### config.mk
export PLATFORM = sky130hd
export DESIGN_NAME = comb_sort_engine
export DESIGN_NICKNAME = d
export VERILOG_FILES = /design/src/design/cse_pkg.sv /design/src/design/cse_ram.sv /design/src/design/cse_ctrl.sv /design/src/design/cse_datapath.sv /design/src/design/comb_sort_engine.sv
export SDC_FILE = /design/constraint.sdc
export NUM_CORES = 2
export LEC_CHECK = 0
export ABC_AREA = 0
export BUFFER_PORTS_ARGS = -buffer_cell sky130_fd_sc_hd__clkbuf_2
export CAP_MARGIN = 20
export CELL_PAD_IN_SITES_DETAIL_PLACEMENT = 0
export CELL_PAD_IN_SITES_GLOBAL_PLACEMENT = 1
export CORE_MARGIN = 2
export CORE_UTILIZATION = 58
export DETAILED_ROUTE_END_ITERATION = 16
export PLACE_DENSITY_LB_ADDON = 0.1
export SLEW_MARGIN = 20
export SYNTH_ARGS = -nofsm -noshare
export SYNTH_HDL_FRONTEND = slang
export SYNTH_SLANG_ARGS = --single-unit
### constraint.sdc
create_clock -name clock -period 23.1 [get_ports clock]
set_clock_uncertainty 0.1 [all_clocks]
set_input_delay 4.62 -clock clock [delete_from_list [all_inputs] [get_ports clock]]
set_output_delay 4.62 -clock clock [all_outputs]
set_load 0.02 [all_outputs]
### src/design/cse_pkg.sv
// shared types and constants of the comb sort engine
`default_nettype none

package cse_pkg;

   // controller states
   typedef enum logic [2:0] {
      ST_LOAD,
      ST_GAP,
      ST_READ,
      ST_CMP,
      ST_SWAP,
      ST_EREAD,
      ST_EMIT
   } state_type;

   // commands from the controller to the datapath
   typedef struct packed {
      logic load_ready;
      logic gap_step;
      logic pair_read;
      logic pair_cmp;
      logic pair_swap;
      logic emit_read;
      logic emit_load;
   } cmd_type;

   // status from the datapath to the controller
   typedef struct packed {
      logic req_last;
      logic pair_ok;
      logic more_passes;
      logic greater;
      logic emit_last;
      logic out_free;
   } status_type;

   // gap shrink: floor(x / 11) as (x * GAP_RECIP) >> GAP_SHIFT, then one correction
   localparam int GAP_SHIFT = 16;
   localparam logic [15:0] GAP_RECIP = 16'd5957;
   localparam int GAP_DIV = 11;

endpackage

`default_nettype wire

### src/design/cse_ram.sv
// generic single write port, dual read port ram with registered reads
`default_nettype none

module cse_ram #(
   parameter int WIDTH = 32,
   parameter int DEPTH = 64
) (
   input  wire logic                     clock,
   input  wire logic                     wr_en,
   input  wire logic [$clog2(DEPTH)-1:0] wr_addr,
   input  wire logic [WIDTH-1:0]         wr_data,
   input  wire logic                     rd0_en,
   input  wire logic [$clog2(DEPTH)-1:0] rd0_addr,
   output logic      [WIDTH-1:0]         rd0_data,
   input  wire logic                     rd1_en,
   input  wire logic [$clog2(DEPTH)-1:0] rd1_addr,
   output logic      [WIDTH-1:0]         rd1_data
);

   logic [WIDTH-1:0] mem_ff [DEPTH];
   logic [WIDTH-1:0] rd0_ff;
   logic [WIDTH-1:0] rd1_ff;

   // write port
   always_ff @(posedge clock) begin
      if (wr_en) begin
         mem_ff[wr_addr] <= wr_data;
      end
   end

   // read ports, data held while not enabled
   always_ff @(posedge clock) begin
      if (rd0_en) begin
         rd0_ff <= mem_ff[rd0_addr];
      end
      if (rd1_en) begin
         rd1_ff <= mem_ff[rd1_addr];
      end
   end

   assign rd0_data = rd0_ff;
   assign rd1_data = rd1_ff;

endmodule

`default_nettype wire

### src/design/cse_ctrl.sv
// controller state machine of the comb sort engine
`default_nettype none

module cse_ctrl (
   input  wire logic                clock,
   input  wire logic                reset,
   input  wire cse_pkg::status_type status,
   output cse_pkg::cmd_type         cmd
);

   cse_pkg::state_type state_ff;
   cse_pkg::state_type state_in;

   // next state
   always_comb begin
      state_in = state_ff;
      unique case (state_ff)
         cse_pkg::ST_LOAD: begin
            if (status.req_last) begin
               state_in = cse_pkg::ST_GAP;
            end
         end
         cse_pkg::ST_GAP: begin
            state_in = cse_pkg::ST_READ;
         end
         cse_pkg::ST_READ: begin
            if (status.pair_ok) begin
               state_in = cse_pkg::ST_CMP;
            end else if (status.more_passes) begin
               state_in = cse_pkg::ST_GAP;
            end else begin
               state_in = cse_pkg::ST_EREAD;
            end
         end
         cse_pkg::ST_CMP: begin
            state_in = status.greater ? cse_pkg::ST_SWAP : cse_pkg::ST_READ;
         end
         cse_pkg::ST_SWAP: begin
            state_in = cse_pkg::ST_READ;
         end
         cse_pkg::ST_EREAD: begin
            state_in = cse_pkg::ST_EMIT;
         end
         cse_pkg::ST_EMIT: begin
            if (status.out_free) begin
               state_in = status.emit_last ? cse_pkg::ST_LOAD : cse_pkg::ST_EREAD;
            end
         end
         default: begin
            state_in = cse_pkg::ST_LOAD;
         end
      endcase
   end

   // commands
   always_comb begin
      cmd = '0;
      unique case (state_ff)
         cse_pkg::ST_LOAD:  cmd.load_ready = 1'b1;
         cse_pkg::ST_GAP:   cmd.gap_step   = 1'b1;
         cse_pkg::ST_READ:  cmd.pair_read  = status.pair_ok;
         cse_pkg::ST_CMP:   cmd.pair_cmp   = 1'b1;
         cse_pkg::ST_SWAP:  cmd.pair_swap  = 1'b1;
         cse_pkg::ST_EREAD: cmd.emit_read  = 1'b1;
         cse_pkg::ST_EMIT:  cmd.emit_load  = status.out_free;
         default: begin
            cmd = '0;
         end
      endcase
   end

   // state register
   always_ff @(posedge clock) begin
      if (reset) begin
         state_ff <= cse_pkg::ST_LOAD;
      end else begin
         state_ff <= state_in;
      end
   end

endmodule

`default_nettype wire

### src/design/cse_datapath.sv
// datapath of the comb sort engine: element store, counters, gap unit, output register
`default_nettype none

module cse_datapath #(
   parameter int MAX_ELEMENTS = 64,
   parameter int VALUE_WIDTH  = 32
) (
   input  wire logic                   clock,
   input  wire logic                   reset,
   input  wire cse_pkg::cmd_type       cmd,
   output cse_pkg::status_type         status,
   input  wire logic                   req_valid,
   input  wire logic [VALUE_WIDTH-1:0] req_value,
   input  wire logic                   req_last,
   output logic                        rsp_valid,
   input  wire logic                   rsp_ready,
   output logic      [VALUE_WIDTH-1:0] rsp_value,
   output logic                        rsp_final,
   output logic                        rsp_overflow
);

   localparam int AW = $clog2(MAX_ELEMENTS);
   localparam int CW = $clog2(MAX_ELEMENTS + 1);
   localparam int SW = CW + 1;
   localparam int XW = CW + 3;
   localparam int PW = XW + cse_pkg::GAP_SHIFT;

   logic [CW-1:0] count_ff, count_in;
   logic [CW-1:0] gap_ff, gap_in;
   logic [AW-1:0] pos_ff, pos_in;
   logic [AW-1:0] emit_pos_ff, emit_pos_in;
   logic          swap_ff, swap_in;
   logic          overflow_ff, overflow_in;
   logic          rsp_valid_ff, rsp_valid_in;
   logic [VALUE_WIDTH-1:0] rsp_value_ff, rsp_value_in;
   logic          rsp_final_ff, rsp_final_in;
   logic          rsp_overflow_ff, rsp_overflow_in;

   logic                   accept;
   logic                   has_room;
   logic [SW-1:0]          hi_sum;
   logic [AW-1:0]          hi_addr;
   logic                   pair_ok;
   logic                   emit_last;
   logic                   out_free;
   logic                   greater;
   logic                   wr_en;
   logic [AW-1:0]          wr_addr;
   logic [VALUE_WIDTH-1:0] wr_data;
   logic                   rd0_en;
   logic [AW-1:0]          rd0_addr;
   logic [VALUE_WIDTH-1:0] rd0_data;
   logic [VALUE_WIDTH-1:0] rd1_data;

   logic [XW-1:0] gap_x;
   logic [PW-1:0] gap_prod;
   logic [XW-1:0] gap_q0;
   logic [XW-1:0] gap_rem;
   logic [XW-1:0] gap_q;
   logic [CW-1:0] gap_shrunk;

   // element store
   cse_ram #(
      .WIDTH(VALUE_WIDTH),
      .DEPTH(MAX_ELEMENTS)
   ) u_store (
      .clock   (clock),
      .wr_en   (wr_en),
      .wr_addr (wr_addr),
      .wr_data (wr_data),
      .rd0_en  (rd0_en),
      .rd0_addr(rd0_addr),
      .rd0_data(rd0_data),
      .rd1_en  (cmd.pair_read),
      .rd1_addr(hi_addr),
      .rd1_data(rd1_data)
   );

   // pair and emit bookkeeping
   assign accept    = cmd.load_ready & req_valid;
   assign has_room  = count_ff < CW'(MAX_ELEMENTS);
   assign hi_sum    = SW'(pos_ff) + SW'(gap_ff);
   assign hi_addr   = hi_sum[AW-1:0];
   assign pair_ok   = hi_sum < SW'(count_ff);
   assign emit_last = (SW'(emit_pos_ff) + SW'(1)) == SW'(count_ff);
   assign out_free  = ~rsp_valid_ff | rsp_ready;
   assign greater   = $signed(rd0_data) > $signed(rd1_data);

   // gap shrink: floor(gap * 8 / 11), zero turns into one
   always_comb begin
      gap_x      = {gap_ff, 3'b000};
      gap_prod   = PW'(gap_x) * PW'(cse_pkg::GAP_RECIP);
      gap_q0     = gap_prod[PW-1:cse_pkg::GAP_SHIFT];
      gap_rem    = gap_x - ((gap_q0 << 3) + (gap_q0 << 1) + gap_q0);
      gap_q      = (gap_rem >= XW'(cse_pkg::GAP_DIV)) ? gap_q0 + XW'(1) : gap_q0;
      gap_shrunk = (gap_q == '0) ? CW'(1) : gap_q[CW-1:0];
   end

   // store port selection
   always_comb begin
      wr_en   = 1'b0;
      wr_addr = count_ff[AW-1:0];
      wr_data = req_value;
      if (accept) begin
         wr_en = has_room;
      end else if (cmd.pair_cmp) begin
         wr_en   = greater;
         wr_addr = pos_ff;
         wr_data = rd1_data;
      end else if (cmd.pair_swap) begin
         wr_en   = 1'b1;
         wr_addr = hi_addr;
         wr_data = rd0_data;
      end
      rd0_en   = cmd.pair_read | cmd.emit_read;
      rd0_addr = cmd.emit_read ? emit_pos_ff : pos_ff;
   end

   // control state next values
   always_comb begin
      count_in    = count_ff;
      gap_in      = gap_ff;
      pos_in      = pos_ff;
      emit_pos_in = emit_pos_ff;
      swap_in     = swap_ff;
      overflow_in = overflow_ff;
      if (accept) begin
         count_in    = has_room ? count_ff + CW'(1) : count_ff;
         overflow_in = overflow_ff | ~has_room;
         gap_in      = count_in;
      end
      if (cmd.gap_step) begin
         gap_in  = gap_shrunk;
         pos_in  = '0;
         swap_in = 1'b0;
      end
      if (cmd.pair_cmp) begin
         if (greater) begin
            swap_in = 1'b1;
         end else begin
            pos_in = pos_ff + AW'(1);
         end
      end
      if (cmd.pair_swap) begin
         pos_in = pos_ff + AW'(1);
      end
      if (cmd.emit_load) begin
         if (emit_last) begin
            count_in    = '0;
            gap_in      = '0;
            pos_in      = '0;
            swap_in     = 1'b0;
            overflow_in = 1'b0;
            emit_pos_in = '0;
         end else begin
            emit_pos_in = emit_pos_ff + AW'(1);
         end
      end
   end

   // output register next values
   always_comb begin
      rsp_valid_in    = rsp_valid_ff & ~rsp_ready;
      rsp_value_in    = rsp_value_ff;
      rsp_final_in    = rsp_final_ff;
      rsp_overflow_in = rsp_overflow_ff;
      if (cmd.emit_load) begin
         rsp_valid_in    = 1'b1;
         rsp_value_in    = rd0_data;
         rsp_final_in    = emit_last;
         rsp_overflow_in = overflow_ff;
      end
   end

   // control registers
   always_ff @(posedge clock) begin
      if (reset) begin
         count_ff     <= '0;
         gap_ff       <= '0;
         pos_ff       <= '0;
         emit_pos_ff  <= '0;
         swap_ff      <= 1'b0;
         overflow_ff  <= 1'b0;
         rsp_valid_ff <= 1'b0;
      end else begin
         count_ff     <= count_in;
         gap_ff       <= gap_in;
         pos_ff       <= pos_in;
         emit_pos_ff  <= emit_pos_in;
         swap_ff      <= swap_in;
         overflow_ff  <= overflow_in;
         rsp_valid_ff <= rsp_valid_in;
      end
   end

   // payload registers
   always_ff @(posedge clock) begin
      rsp_value_ff    <= rsp_value_in;
      rsp_final_ff    <= rsp_final_in;
      rsp_overflow_ff <= rsp_overflow_in;
   end

   assign status.req_last    = req_valid & req_last;
   assign status.pair_ok     = pair_ok;
   assign status.more_passes = swap_ff | (gap_ff > CW'(1));
   assign status.greater     = greater;
   assign status.emit_last   = emit_last;
   assign status.out_free    = out_free;

   assign rsp_valid    = rsp_valid_ff;
   assign rsp_value    = rsp_value_ff;
   assign rsp_final    = rsp_final_ff;
   assign rsp_overflow = rsp_overflow_ff;

endmodule

`default_nettype wire

### src/design/comb_sort_engine.sv
// top level of the comb sort engine
//
// channel   direction  payload
// req_      in         tdata: value; tlast: last element of the set
// rsp_      out        tdata: sorted_value; tlast: final_res; tuser: overflow
//
// loading takes one cycle per request; the sort starts when the request marked last arrives.
// each pass opens with a gap update and closes with a pair read that finds no pair left; each
// compare reads and compares the pair, plus a swap step when the pair swaps (the store has a
// single write port). each result goes through the store read port and the output register.
// reset is synchronous; the store needs no clearing, only counters and flags reset.
// req_tready is low from the last request until the final result sits in the output register.
`default_nettype none

module comb_sort_engine #(
   parameter int MAX_ELEMENTS = 64,
   parameter int VALUE_WIDTH  = 32
) (
   input  wire logic                                clock,
   input  wire logic                                reset,
   input  wire logic                                req_tvalid,
   output logic                                     req_tready,
   // value
   input  wire logic [((VALUE_WIDTH + 7) / 8) * 8 - 1:0] req_tdata,
   input  wire logic                                req_tlast,
   output logic                                     rsp_tvalid,
   input  wire logic                                rsp_tready,
   // sorted_value
   output logic      [((VALUE_WIDTH + 7) / 8) * 8 - 1:0] rsp_tdata,
   output logic                                     rsp_tlast,
   // overflow
   output logic                                     rsp_tuser
);

   localparam int TDW = ((VALUE_WIDTH + 7) / 8) * 8;

   cse_pkg::cmd_type       cmd;
   cse_pkg::status_type    status;
   logic [VALUE_WIDTH-1:0] rsp_value;

   cse_ctrl u_ctrl (
      .clock (clock),
      .reset (reset),
      .status(status),
      .cmd   (cmd)
   );

   cse_datapath #(
      .MAX_ELEMENTS(MAX_ELEMENTS),
      .VALUE_WIDTH (VALUE_WIDTH)
   ) u_datapath (
      .clock       (clock),
      .reset       (reset),
      .cmd         (cmd),
      .status      (status),
      .req_valid   (req_tvalid),
      .req_value   (req_tdata[VALUE_WIDTH-1:0]),
      .req_last    (req_tlast),
      .rsp_valid   (rsp_tvalid),
      .rsp_ready   (rsp_tready),
      .rsp_value   (rsp_value),
      .rsp_final   (rsp_tlast),
      .rsp_overflow(rsp_tuser)
   );

   assign req_tready = cmd.load_ready;
   assign rsp_tdata  = TDW'(rsp_value);

endmodule

`default_nettype wire
==> run metrics <==
#FFs+latches synth=around 2200; CTS tree=done; Worst-Skew Late Latency=a little under 0.9 ns; Mapped Cells=5357; slew margin rel.=19.0%; CP top delay family=adder cells; r2r setup slk=14.33 ns; CTS Buffer Depth=3; die area=between 150000 and 200000 um^2; syn_nets=about 5500; Setup Buffers After CTS=0; # port buffers=72; sequential area share after synthesis=62.7%; Avg Cell Area, Syn=between 15 and 20 um^2; final setup TNS=0 ns; final worst-path cycle share=a little under two fifths; Slowest cell on crit path=xnor2_1; number of max-cap violations=0; status=finished clean; highest-count cells in the layout ignoring fill and taps=2146 x edfxtp_1, 1184 x mux4_2, 300 x nand2_1; worst r2r dst=u_datapath.gap_ff[4]; Hold Vio Cnt, Final=0; Initial Util=between 50% and 60%; P&R area growth vs syn=10.3%; R2R cell count=25; Hold WC Path Type=register to register; root buffer cell=clkbuf_16; hold_sp=u_datapath.overflow_ff; DRT iter0 DRCs=slightly below 9000; worst hold slack=about 0.36 ns; first-pass GRT wire length=roughly 460000 um; Detail Route Antenna Nets=0; total number of vias=roughly 60000; share of cells above drive strength 1=between 30% and 40%; Post-route DRC=0; f_max=0.114 GHz; CP required=approximately 24 ns; Clock transition at path regs=0.06 ns; number of flops mapped to enable cells by yosys=between 2000 and 2500; Worst Tran Pin Value=approximately 1.2 ns; PostCTS Resize Cnt=0; Ports=73; fin area=~110000 um^2; initial antenna violation count=14; Final WS setup=about 14 ns; ranking of synthesized cells by area=edfxtp_1 62%, mux4_2 26%, ha_1 1.4%; vias in the first global route=~60000; synth unique cells=slightly above 70; unrepaired setup endpoints after global routing=false; LEAKAGE=36.2 nW; gr usage total=36.0%; critical path class=register to register; Die Ht=around 430 um; r2r startpoint=u_datapath.gap_ff[1]; Core Area=178000 um^2; dominant synthesized flop cell=edfxtp_1; first-pass iteration count of the detailed router=6; commonest non-fill, non-tap cell in the layout=edfxtp_1; critical path endpoint category=register; Worst Hold Depth=0; Final GP Congestion=between 0.8 and 0.9; Setup Viol. Count Final=0; FFs w/ async S/R, synth=0%; placed cell areas=~110000 um^2; Worst VDD drop=222 uV; largest net degree at the start of global routing=116; area fraction of the dominant cell type after synthesis=about 62%; Synth Cell Area=104000 um^2; Via density=7.55; CP Buf/Inv Count=3; cts hold-fix bufs=0; Cell Rows=~160; total global routing overflow=0; H-tree levels=4; worst slack at placement=14.31 ns; fin crit period=roughly 9 ns; Synth Warn #=0; Nets=about 5600; crit-path most repeated cell=fa_1; Routed WL=approximately 320000 um; max-slew violations=0; critical path launch point type=register; routed len/inst=40.4 um; Hold Path Sink=u_datapath.rsp_overflow; DP Wirelength=roughly 190000 um; leading area contributor after synthesis=edfxtp_1; CTS Buf Count=220; clk sink count=roughly 2200; post-layout util=around 64%; Crit path arrival time=9.44 ns; crit path max fanout=8; slowest stage delay, CP=about 0.73 ns; pwr/cell area=around 110 nW/um^2; die width=~430 um
## power breakdown
part	total (mW)	internal [mW]	switching (mW)
clock	3.42	1.91	1.51
sequential	4.83	4.74	0.0957
combinational	4.60	1.94	2.66
## final cells by class
class,instances,area (um^2)
Sequential cell,2178,65100
Antenna cell,6,15.0
Multi-Input combinational cell,2687,37400
Tap cell,2355,2950
Clock inverter,125,976
Timing Repair Buffer,258,1970
Clock buffer,267,5800
Inverter,88,330
Fill cell,11900,63600
## worst max-delay path by stage
stage	start	end	cells after the start
finish	u_datapath.gap_ff[1]	u_datapath.gap_ff[4]	25
detailed placement	u_datapath.gap_ff[2]	u_datapath.gap_ff[4]	25
floorplan	u_datapath.gap_ff[2]	u_datapath.gap_ff[0]	28
CTS	u_datapath.gap_ff[2]	u_datapath.gap_ff[4]	25
global placement	u_datapath.gap_ff[1]	u_datapath.gap_ff[0]	25
global route	u_datapath.gap_ff[1]	u_datapath.gap_ff[4]	25
## per-layer routing
layer | track usage (%) | up-vias | share of wire [%]
met1 | 49.7 | 32000 | 36
met2 | 54.1 | 4388 | 46
met5 | 0 | - | 0.026
met4 | 13.5 | 12 | 4.2
li1 | - | 23100 | -
met3 | 11.8 | 666 | 13
## synthesized netlist by cell type (32+ instances only)
library cell / number
a211oi_1: 177
a31oi_1: 68
buf_2: 47
a311oi_1: 66
dfxtp_1: 32
xnor2_1: 32
o22ai_1: 34
buf_1: 65
and2_1: 137
a21oi_1: 109
ha_1: 117
clkbuf_1: 233
mux4_2: 1184
edfxtp_1: 2146
nor2_1: 178
nand2_1: 303
inv_1: 86
## flip-flops by register name, indices dropped and copies added (netlist names)
signal,cells
u_ctrl.state_ff,3
u_datapath.count_ff,7
u_datapath.emit_pos_ff,6
u_datapath.gap_ff,7
u_datapath.overflow_ff,1
u_datapath.pos_ff,6
u_datapath.rsp_final,1
u_datapath.rsp_overflow,1
u_datapath.rsp_valid,1
u_datapath.rsp_value,32
u_datapath.swap_ff,1
u_datapath.u_store.mem_ff,2048
u_datapath.u_store.rd0_data,32
u_datapath.u_store.rd1_data,32
## cell families (layout without fill, tap and decap cells)
family	after synthesis	count (layout)	synth area share (%)
flops	2178	2178	62.7
mux	1194	1194	25.8
simple gates	742	742	3.31
compound gates	569	569	3.83
buf+inv	492	738	2.18
fa+ha+maj	138	138	1.82
xor+xnor	44	44	0.371
other cells	0	6	0
## through the flow
stage | instances | power [mW]
after CTS | 7958 | 12.9
after detailed placement | 7566 | 9.47
after global placement | 7564 | 9.49
after floorplan | 5357 | 8.04
after global routing | 7958 | 13.4
final | 7964 | 12.9
Note: power is estimated with default switching activity, not from simulation.
